==> src/rtl/core/lfu_pkg.sv <==
// Shared types for the LFU cache table: sequencer states and cell commands.
`timescale 1ns / 1ps

package lfu_pkg;

    typedef enum logic [2:0] {
        ST_IDLE,
        ST_LOOK,
        ST_SCAN,
        ST_EVICT,
        ST_INSERT,
        ST_RESP
    } state_t;

    typedef enum logic [1:0] {
        OP_NONE,
        OP_TOUCH,
        OP_EVICT,
        OP_INSERT
    } cell_op_t;

    typedef struct packed {
        cell_op_t op;
        logic     wr_value;
    } cell_ctl_t;

endpackage

==> src/rtl/core/lfu_cell.sv <==
// One cache slot: key, value, use count and recency rank, plus one victim-search stage.
`timescale 1ns / 1ps

module lfu_cell #(
    parameter int KEY_W   = 32,
    parameter int COUNT_W = 16,
    parameter int RANK_W  = 4,
    parameter int CELL_IDX = 0
) (
    input  logic                clk,
    input  logic                rst_n,
    input  lfu_pkg::cell_ctl_t  ctl,
    input  logic                sel,
    input  logic [RANK_W-1:0]   ref_rank,
    input  logic [KEY_W-1:0]    key_in,
    input  logic [KEY_W-1:0]    value_in,
    input  logic                cand_vld_in,
    input  logic [COUNT_W-1:0]  cand_cnt_in,
    input  logic [RANK_W-1:0]   cand_rank_in,
    input  logic [RANK_W-1:0]   cand_idx_in,
    output logic                valid,
    output logic                match,
    output logic [KEY_W-1:0]    key,
    output logic [KEY_W-1:0]    value,
    output logic [RANK_W-1:0]   rank,
    output logic                cand_vld_out,
    output logic [COUNT_W-1:0]  cand_cnt_out,
    output logic [RANK_W-1:0]   cand_rank_out,
    output logic [RANK_W-1:0]   cand_idx_out
);

    logic                valid_reg;
    logic [KEY_W-1:0]    key_reg;
    logic [KEY_W-1:0]    value_reg;
    logic [COUNT_W-1:0]  count_reg;
    logic [RANK_W-1:0]   rank_reg;
    logic                cand_vld_reg;
    logic [COUNT_W-1:0]  cand_cnt_reg;
    logic [RANK_W-1:0]   cand_rank_reg;
    logic [RANK_W-1:0]   cand_idx_reg;
    logic                own_better;

    assign valid = valid_reg;
    assign key   = key_reg;
    assign value = value_reg;
    assign rank  = rank_reg;
    assign match = valid_reg && (key_reg == key_in);

    // Keep the smaller count; on a tie the older entry wins.
    assign own_better = valid_reg && (!cand_vld_in || (count_reg < cand_cnt_in) ||
                        ((count_reg == cand_cnt_in) && (rank_reg > cand_rank_in)));

    always_ff @(posedge clk or negedge rst_n)
    begin
        if (!rst_n)
        begin
            valid_reg <= 1'b0;
        end
        else
        begin
            if (sel && (ctl.op == lfu_pkg::OP_EVICT))
            begin
                valid_reg <= 1'b0;
            end
            else if (sel && (ctl.op == lfu_pkg::OP_INSERT))
            begin
                valid_reg <= 1'b1;
            end
        end
    end

    always_ff @(posedge clk)
    begin
        case (ctl.op)
            lfu_pkg::OP_TOUCH:
            begin
                if (sel)
                begin
                    rank_reg <= '0;
                    if (count_reg != '1)
                    begin
                        count_reg <= count_reg + 1'b1;
                    end
                    if (ctl.wr_value)
                    begin
                        value_reg <= value_in;
                    end
                end
                else if (valid_reg && (rank_reg < ref_rank))
                begin
                    rank_reg <= rank_reg + 1'b1;
                end
            end
            lfu_pkg::OP_EVICT:
            begin
                if (!sel && valid_reg && (rank_reg > ref_rank))
                begin
                    rank_reg <= rank_reg - 1'b1;
                end
            end
            lfu_pkg::OP_INSERT:
            begin
                if (sel)
                begin
                    key_reg   <= key_in;
                    value_reg <= value_in;
                    count_reg <= COUNT_W'(1);
                    rank_reg  <= '0;
                end
                else if (valid_reg)
                begin
                    rank_reg <= rank_reg + 1'b1;
                end
            end
            default:
            begin
            end
        endcase
    end

    // Victim search stage: advance the best candidate one cell per cycle.
    always_ff @(posedge clk)
    begin
        if (own_better)
        begin
            cand_vld_reg  <= 1'b1;
            cand_cnt_reg  <= count_reg;
            cand_rank_reg <= rank_reg;
            cand_idx_reg  <= RANK_W'(CELL_IDX);
        end
        else
        begin
            cand_vld_reg  <= cand_vld_in;
            cand_cnt_reg  <= cand_cnt_in;
            cand_rank_reg <= cand_rank_in;
            cand_idx_reg  <= cand_idx_in;
        end
    end

    assign cand_vld_out  = cand_vld_reg;
    assign cand_cnt_out  = cand_cnt_reg;
    assign cand_rank_out = cand_rank_reg;
    assign cand_idx_out  = cand_idx_reg;

endmodule

==> src/rtl/core/lfu_cache_table.sv <==
// Top level of the LFU cache table: sequencer, capacity register and the row of slot cells.
`timescale 1ns / 1ps
//
// Key-value cache with least-frequently-used replacement, oldest entry on a count tie.
// Input channel: in_valid/in_stall carries cmd (0 get, 1 put), key and value.
// Output channel: out_valid/out_stall carries hit, read_value, evicted, evicted_key,
// one result beat per input beat, in order.
// Configuration: cfg_wr_en/cfg_wr_data write the capacity register (0 acts as 1,
// values above TABLE_ENTRIES act as TABLE_ENTRIES); write only while idle.
// States from input beat to result beat:
//   get (hit or miss) and put on a present key: look, then respond,
//   put of a new key with room left: look, insert, respond,
//   put of a new key into a full table: look, scan, evict, insert, respond, the scan
//   covering the victim search that walks the cell chain one cell per cycle.
// One beat is processed at a time, so the next input beat is taken only once the
// sequencer is back in idle.
// in_stall is high until the beat's result is loaded into the output register,
// so the next beat enters while a result waits.
// Reset clears every slot to invalid and sets capacity to 16.
// A stalled result holds in the output register; the sequencer waits for it to drain
// before handing over the next result.

module lfu_cache_table #(
    parameter int TABLE_ENTRIES = 16,
    parameter int COUNT_BITS    = 16
) (
    input  logic                clk,
    input  logic                rst_n,
    input  logic                cfg_wr_en,
    input  logic [4:0]          cfg_wr_data,
    input  logic                in_valid,
    output logic                in_stall,
    input  logic                cmd,
    input  logic signed [31:0]  key,
    input  logic signed [31:0]  value,
    output logic                out_valid,
    input  logic                out_stall,
    output logic                hit,
    output logic signed [31:0]  read_value,
    output logic                evicted,
    output logic signed [31:0]  evicted_key
);

    localparam int RW   = (TABLE_ENTRIES > 1) ? $clog2(TABLE_ENTRIES) : 1;
    localparam int VCW  = $clog2(TABLE_ENTRIES + 1);
    localparam int CMPW = (VCW > 5) ? VCW : 5;
    localparam int SCW  = (TABLE_ENTRIES > 1) ? $clog2(TABLE_ENTRIES) : 1;

    lfu_pkg::state_t      state_reg, state_next;
    logic [4:0]           cap_reg;
    logic [VCW-1:0]       vcnt_reg;
    logic [SCW-1:0]       scan_reg;
    logic                 cmd_reg;
    logic [31:0]          key_reg;
    logic [31:0]          value_reg;
    logic                 res_hit_reg;
    logic [31:0]          res_rd_reg;
    logic                 res_ev_reg;
    logic [31:0]          res_evk_reg;
    logic                 out_valid_reg;
    logic                 hit_out_reg;
    logic [31:0]          rd_out_reg;
    logic                 ev_out_reg;
    logic [31:0]          evk_out_reg;

    lfu_pkg::cell_ctl_t   ctl;
    logic [TABLE_ENTRIES-1:0] sel;
    logic [RW-1:0]        ref_rank;

    logic [TABLE_ENTRIES-1:0] cell_valid;
    logic [TABLE_ENTRIES-1:0] cell_match;
    logic [31:0]          cell_key   [TABLE_ENTRIES];
    logic [31:0]          cell_value [TABLE_ENTRIES];
    logic [RW-1:0]        cell_rank  [TABLE_ENTRIES];
    logic                 c_vld  [TABLE_ENTRIES+1];
    logic [COUNT_BITS-1:0] c_cnt [TABLE_ENTRIES+1];
    logic [RW-1:0]        c_rank [TABLE_ENTRIES+1];
    logic [RW-1:0]        c_idx  [TABLE_ENTRIES+1];

    logic                 any_match;
    logic [31:0]          match_value;
    logic [RW-1:0]        match_rank;
    logic [31:0]          victim_key;
    logic                 free_any;
    logic [RW-1:0]        free_idx;
    logic [CMPW-1:0]      eff_cap;
    logic                 full;
    logic                 resp_free;

    // Chain entry: no candidate yet.
    assign c_vld[0]  = 1'b0;
    assign c_cnt[0]  = '0;
    assign c_rank[0] = '0;
    assign c_idx[0]  = '0;

    for (genvar g = 0; g < TABLE_ENTRIES; g++)
    begin : g_cell
        lfu_cell #(
            .KEY_W    (32),
            .COUNT_W  (COUNT_BITS),
            .RANK_W   (RW),
            .CELL_IDX (g)
        ) u_cell (
            .clk           (clk),
            .rst_n         (rst_n),
            .ctl           (ctl),
            .sel           (sel[g]),
            .ref_rank      (ref_rank),
            .key_in        (key_reg),
            .value_in      (value_reg),
            .cand_vld_in   (c_vld[g]),
            .cand_cnt_in   (c_cnt[g]),
            .cand_rank_in  (c_rank[g]),
            .cand_idx_in   (c_idx[g]),
            .valid         (cell_valid[g]),
            .match         (cell_match[g]),
            .key           (cell_key[g]),
            .value         (cell_value[g]),
            .rank          (cell_rank[g]),
            .cand_vld_out  (c_vld[g+1]),
            .cand_cnt_out  (c_cnt[g+1]),
            .cand_rank_out (c_rank[g+1]),
            .cand_idx_out  (c_idx[g+1])
        );
    end

    // Keys are unique among valid slots, so at most one match: OR-select its fields.
    always_comb
    begin
        any_match   = 1'b0;
        match_value = '0;
        match_rank  = '0;
        victim_key  = '0;
        free_any    = 1'b0;
        free_idx    = '0;
        for (int i = 0; i < TABLE_ENTRIES; i++)
        begin
            if (cell_match[i])
            begin
                any_match   = 1'b1;
                match_value = match_value | cell_value[i];
                match_rank  = match_rank | cell_rank[i];
            end
            if (c_idx[TABLE_ENTRIES] == RW'(i))
            begin
                victim_key = cell_key[i];
            end
        end
        for (int i = TABLE_ENTRIES - 1; i >= 0; i--)
        begin
            if (!cell_valid[i])
            begin
                free_any = 1'b1;
                free_idx = RW'(i);
            end
        end
    end

    always_comb
    begin
        if (cap_reg == '0)
        begin
            eff_cap = CMPW'(1);
        end
        else if (CMPW'(cap_reg) > CMPW'(TABLE_ENTRIES))
        begin
            eff_cap = CMPW'(TABLE_ENTRIES);
        end
        else
        begin
            eff_cap = CMPW'(cap_reg);
        end
    end

    assign full      = CMPW'(vcnt_reg) >= eff_cap;
    assign resp_free = !out_valid_reg || !out_stall;
    assign in_stall  = (state_reg != lfu_pkg::ST_IDLE);

    always_ff @(posedge clk or negedge rst_n)
    begin
        if (!rst_n)
        begin
            state_reg <= lfu_pkg::ST_IDLE;
        end
        else
        begin
            state_reg <= state_next;
        end
    end

    // Sequencer: next state and the command broadcast to the cells.
    always_comb
    begin
        state_next  = state_reg;
        ctl.op      = lfu_pkg::OP_NONE;
        ctl.wr_value = 1'b0;
        sel         = '0;
        ref_rank    = '0;
        unique case (state_reg)
            lfu_pkg::ST_IDLE:
            begin
                if (in_valid)
                begin
                    state_next = lfu_pkg::ST_LOOK;
                end
            end
            lfu_pkg::ST_LOOK:
            begin
                if (any_match)
                begin
                    ctl.op       = lfu_pkg::OP_TOUCH;
                    ctl.wr_value = cmd_reg;
                    sel          = cell_match;
                    ref_rank     = match_rank;
                    state_next   = lfu_pkg::ST_RESP;
                end
                else if (!cmd_reg)
                begin
                    state_next = lfu_pkg::ST_RESP;
                end
                else if (full)
                begin
                    state_next = lfu_pkg::ST_SCAN;
                end
                else
                begin
                    state_next = lfu_pkg::ST_INSERT;
                end
            end
            lfu_pkg::ST_SCAN:
            begin
                if (scan_reg == SCW'(TABLE_ENTRIES - 1))
                begin
                    state_next = lfu_pkg::ST_EVICT;
                end
            end
            lfu_pkg::ST_EVICT:
            begin
                if (c_vld[TABLE_ENTRIES])
                begin
                    ctl.op   = lfu_pkg::OP_EVICT;
                    ref_rank = c_rank[TABLE_ENTRIES];
                    for (int i = 0; i < TABLE_ENTRIES; i++)
                    begin
                        sel[i] = (c_idx[TABLE_ENTRIES] == RW'(i));
                    end
                end
                state_next = lfu_pkg::ST_INSERT;
            end
            lfu_pkg::ST_INSERT:
            begin
                if (free_any)
                begin
                    ctl.op = lfu_pkg::OP_INSERT;
                    for (int i = 0; i < TABLE_ENTRIES; i++)
                    begin
                        sel[i] = (free_idx == RW'(i));
                    end
                end
                state_next = lfu_pkg::ST_RESP;
            end
            lfu_pkg::ST_RESP:
            begin
                if (resp_free)
                begin
                    state_next = lfu_pkg::ST_IDLE;
                end
            end
            default:
            begin
                state_next = lfu_pkg::ST_IDLE;
            end
        endcase
    end

    // Control counters, the capacity register and the output valid bit.
    always_ff @(posedge clk or negedge rst_n)
    begin
        if (!rst_n)
        begin
            cap_reg       <= 5'd16;
            vcnt_reg      <= '0;
            scan_reg      <= '0;
            out_valid_reg <= 1'b0;
        end
        else
        begin
            if (cfg_wr_en)
            begin
                cap_reg <= cfg_wr_data;
            end
            if ((state_reg == lfu_pkg::ST_EVICT) && c_vld[TABLE_ENTRIES])
            begin
                vcnt_reg <= vcnt_reg - 1'b1;
            end
            else if ((state_reg == lfu_pkg::ST_INSERT) && free_any)
            begin
                vcnt_reg <= vcnt_reg + 1'b1;
            end
            if (state_reg == lfu_pkg::ST_SCAN)
            begin
                scan_reg <= scan_reg + 1'b1;
            end
            else
            begin
                scan_reg <= '0;
            end
            if ((state_reg == lfu_pkg::ST_RESP) && resp_free)
            begin
                out_valid_reg <= 1'b1;
            end
            else if (!out_stall)
            begin
                out_valid_reg <= 1'b0;
            end
        end
    end

    // Beat capture, result build-up and the output register.
    always_ff @(posedge clk)
    begin
        if ((state_reg == lfu_pkg::ST_IDLE) && in_valid)
        begin
            cmd_reg   <= cmd;
            key_reg   <= key;
            value_reg <= value;
        end
        if (state_reg == lfu_pkg::ST_LOOK)
        begin
            res_hit_reg <= any_match;
            res_ev_reg  <= 1'b0;
            res_evk_reg <= '0;
            if (cmd_reg)
            begin
                res_rd_reg <= '0;
            end
            else if (any_match)
            begin
                res_rd_reg <= match_value;
            end
            else
            begin
                res_rd_reg <= '1;
            end
        end
        if ((state_reg == lfu_pkg::ST_EVICT) && c_vld[TABLE_ENTRIES])
        begin
            res_ev_reg  <= 1'b1;
            res_evk_reg <= victim_key;
        end
        if ((state_reg == lfu_pkg::ST_RESP) && resp_free)
        begin
            hit_out_reg <= res_hit_reg;
            rd_out_reg  <= res_rd_reg;
            ev_out_reg  <= res_ev_reg;
            evk_out_reg <= res_evk_reg;
        end
    end

    assign out_valid   = out_valid_reg;
    assign hit         = hit_out_reg;
    assign read_value  = rd_out_reg;
    assign evicted     = ev_out_reg;
    assign evicted_key = evk_out_reg;

    // The fill count tracks the slot valid bits exactly.
    assert property (@(posedge clk) disable iff (!rst_n)
        $countones(cell_valid) == int'(vcnt_reg))
    else $error("fill count out of step with valid slots");

    // A full table always yields a victim at the end of the search.
    assert property (@(posedge clk) disable iff (!rst_n)
        (state_reg == lfu_pkg::ST_EVICT) |-> c_vld[TABLE_ENTRIES])
    else $error("victim search found no candidate");

    // After an insert there is always at least one valid slot.
    assert property (@(posedge clk) disable iff (!rst_n)
        (state_reg == lfu_pkg::ST_INSERT) |=> (cell_valid != '0))
    else $error("insert left the table empty");

    // A get miss never reports an eviction.
    assert property (@(posedge clk) disable iff (!rst_n)
        (state_reg == lfu_pkg::ST_RESP && !res_hit_reg && !cmd_reg) |-> !res_ev_reg)
    else $error("eviction on a get");

endmodule

==> config.mk <==
export PLATFORM = sky130hd
export DESIGN_NAME = lfu_cache_table
export DESIGN_NICKNAME = d
export VERILOG_FILES = /design/src/rtl/core/lfu_pkg.sv /design/src/rtl/core/lfu_cell.sv /design/src/rtl/core/lfu_cache_table.sv
export SDC_FILE = /design/constraint.sdc
export NUM_CORES = 2
export LEC_CHECK = 0
export BUFFER_PORTS_ARGS = -buffer_cell sky130_fd_sc_hd__buf_2
export CAP_MARGIN = 15
export CORE_MARGIN = 2
export CORE_UTILIZATION = 52
export CTS_BUF_LIST = sky130_fd_sc_hd__clkbuf_16
export DETAILED_ROUTE_END_ITERATION = 10
export PLACE_DENSITY_LB_ADDON = 0.08
export SLEW_MARGIN = 20
export SYNTH_ARGS = -nofsm -noshare
export SYNTH_HDL_FRONTEND = slang
export SYNTH_SLANG_ARGS = --single-unit
==> constraint.sdc <==
create_clock -name clk -period 8.8 [get_ports clk]
set_input_delay 1.32 -clock clk [delete_from_list [all_inputs] [get_ports clk]]
set_output_delay 1.32 -clock clk [all_outputs]
set_load 0.02 [all_outputs]
==> summary.md <==
| Metric | Value |
|---|---|
| Pwr/cell area | `304.8 mW/mm^2` |
| Gr ovfl total | `0` |
| CP Data Required Time | `9280 ps` |
| Syn Nets | `8057` |
| CTS tree | `built` |
| VDD IR max | `0.2428 mV` |
| CTS Sinks | `1944` |
| Number of synthesized flops with an enable pin | `1540` |
| Vias in the first global route | `62833` |
| Crit Path Class | `reg2reg` |
| CP arrival | `7340 ps` |
| # Max-Cap Violations | `0` |
| Hold depth | `1` |
| Commonest cells post-synth | `1540 x edfxtp_1, 549 x xor2_1, 442 x nor2_1` |
| Vias | `64154` |
| Final min period | `6856 ps` |
| Initial DRC count | `7605` |
| Worst Max-Slew Pin Slew | `1132 ps` |
| Crit path launch type | `register` |
| Ys async rst share | `1.749%` |
| R2R cell count | `17` |
| Yosys reg bits | `1944` |
| Input/output buffers | `142` |
| Reg2reg end | `g_cell[2].u_cell.rank[1]` |
| Count of final hold-check violations | `0` |
| Die Height | `425.1 um` |
| Max Clk Rate | `145.9 MHz` |
| Rows | `154` |
| Syn_area_per_cell | `12.20 um^2` |
| Root Buffer | `clkbuf_16` |
| Leakage power | `37.57 nW` |
| Worst min path class | `reg2reg` |
| Crit Path Max Fanout | `39` |
| Reg clk slew, reported paths | `60 ps` |
| IO Count | `143` |
| Die ar. | `0.1807 mm^2` |
| Worst rel slew slack | `24.42%` |
| Half-perimeter wire length after placement | `190400 um` |
| Via density | `6.285` |
| Max Slew Vio Count | `0` |
| Layout cell share with drive strength beyond 1 | `11.84%` |
| Clock latency on the worst-skew pair | `900 ps` |
| Initial antenna violation count | `5` |
| Netlist cell types | `86` |
| # DRC | `0` |
| Clk_skew | `60.32 ps` |
| Top-count cell post-synth | `edfxtp_1` |
| Global Route Usage Sum | `30.82%` |
| Routed WL | `281600 um` |
| Sequential fraction of the synthesis area | `59.11%` |
| Setup violators final | `0` |
| Utilization after layout | `58.24%` |
| Hold-fix buffers, CTS | `0` |
| Top FF cell, synth | `edfxtp_1` |
| Pre-antenna DRT Iters | `7` |
| RSZ-0062 raised after global routing | `no` |
| Number of buffers created by CTS | `201` |
| Initial core utilization | `52.35%` |
| WL per Instance | `27.59 um` |
| Pin count of the biggest net entering global routing | `145` |
| WHS Endpoint | `g_cell[5].u_cell.cand_idx_out[2]` |
| Worst reg-to-reg setup slack | `1940 ps` |
| Setup TNS | `0 ps` |
| Largest area contributor in the netlist | `edfxtp_1` |
| Nets@finish | `8188` |
| Status | `finished, final reports clean` |
| Syn Std Cell Area | `0.09220 mm^2` |
| Worst Setup End Kind | `register` |
| Synth top area cells | `edfxtp_1 50%, dfxtp_1 8.0%, ha_1 5.7%` |
| Synth top area share | `50.16%` |
| Syn Inst Count | `7560` |
| Clock Path Buffers | `3` |
| Die Wd | `425.1 um` |
| Synth-to-Final Area Change | `11.25%` |
| YS warnings | `0` |
| R2r startpoint | `key_reg[24]` |
| HP Start | `g_cell[4].u_cell.cand_idx_out[2]` |
| Post-route ant nets | `0` |
| Placer Congestion | `0.9874` |
| First-pass GRT wire length | `416200 um` |
| Final period utilization | `77.91%` |
| CORE AREA | `0.1761 mm^2` |
| H-tree depth | `4` |
| Post-CTS Setup Repair Bufs | `0` |
| Post-cts repair resize count | `0` |
==> worst max path at each step <==
stage / start / to / slack (ps) / cells past startpoint
2_1_floorplan: state_reg[2] / g_cell[14].u_cell.value[0] / 2370 / 9
3_3_place_gp: key_reg[24] / g_cell[2].u_cell.rank[1] / 2190 / 17
3_5_place_dp: key_reg[24] / g_cell[2].u_cell.rank[0] / 2180 / 17
4_1_cts: key_reg[24] / g_cell[2].u_cell.rank[3] / 2130 / 17
5_1_grt: key_reg[24] / g_cell[2].u_cell.rank[3] / 1710 / 17
6_report: key_reg[24] / g_cell[2].u_cell.rank[1] / 1940 / 17
==> cell type report <==
class | instances | area [um^2]
antenna | 2 | 5.005
inverter | 381 | 1431
tap | 2340 | 2928
clock buffer | 211 | 5280
clock inverter | 166 | 1344
sequential | 1944 | 54510
multi-input combinational | 4833 | 34920
timing repair buffer | 330 | 2160
fill | 14463 | 73540
==> critical path, cell delays in order, from the launching register on <==
cell      delay [ps]
edfxtp_1         790
buf_4            370
xor2_1           110
nor4_1           390
nand4_1          200
nor4_2           400
buf_4            670
nor4_1           300
a41oi_4          790
a22o_1           860
ha_1             290
nor2b_1           40
o21ai_0          140
nand2b_1          70
a21oi_1          190
a211oi_1         100
o21a_1           210
nor3_1           470
==> per-stage QoR <==
step	instance area [um^2]	std cells	setup slack, ps	hold WS (ps)	power (mW)
after floorplan	92200	7560	2369	345.4	19.25
after global placement	95870	9826	2189	397.1	22.63
after detailed placement	95920	9828	2180	391.7	22.80
after CTS	102500	10205	2130	384.6	31.29
after global routing	102600	10207	1714	408.2	32.84
final	102600	10207	1944	386.8	31.27
==> report_power, final <==
part	internal [mW]	leakage (nW)	switching, mW
Combinational	3.34	16.6	5.87
Sequential	12.0	17.5	1.55
Clock	4.74	3.42	3.74
Total	20.1	37.6	11.2
==> layer usage <==
metal	part of all wire, %	wire (um)	track usage [%]	vias up
met5	0.0092	26	0	-
met4	5.8	16200	16.24	4
met3	7.9	22120	4.848	712
met2	46	130500	48.85	2979
met1	40	112800	40.97	31741
li1	-	-	-	28718
==> logic make-up after synthesis <==
logic type	Yosys count	share of synthesized area, %
buffers and inverters	783	3.577
adders and majority gates	422	5.735
DFF	1944	59.11
muxes	200	2.428
and+or+nand+nor	1891	10.32
xor gates and xnor gates	730	6.934
AOI/OAI and AO/OA	1590	11.89
==> placed cells by master, fill, tap and decap left out, types with 129 or more instances in the layout <==
cell / Yosys / final
nor2_1: 442 / 413
mux2_2: 169 / 169
a221oi_1: 153 / 153
buf_4: 35 / 185
a22oi_1: 129 / 129
o21ai_0: 302 / 298
clkbuf_16: 0 / 211
xnor2_1: 181 / 181
ha_1: 421 / 421
nand4_1: 207 / 207
inv_1: 374 / 420
a21oi_1: 327 / 321
a22o_1: 138 / 138
edfxtp_1: 1540 / 1540
nand3_1: 266 / 265
dfxtp_1: 370 / 369
xor2_1: 549 / 549
buf_2: 11 / 142
nand2_1: 347 / 347
No activity file was read; power rests on OpenSTA's default activity.
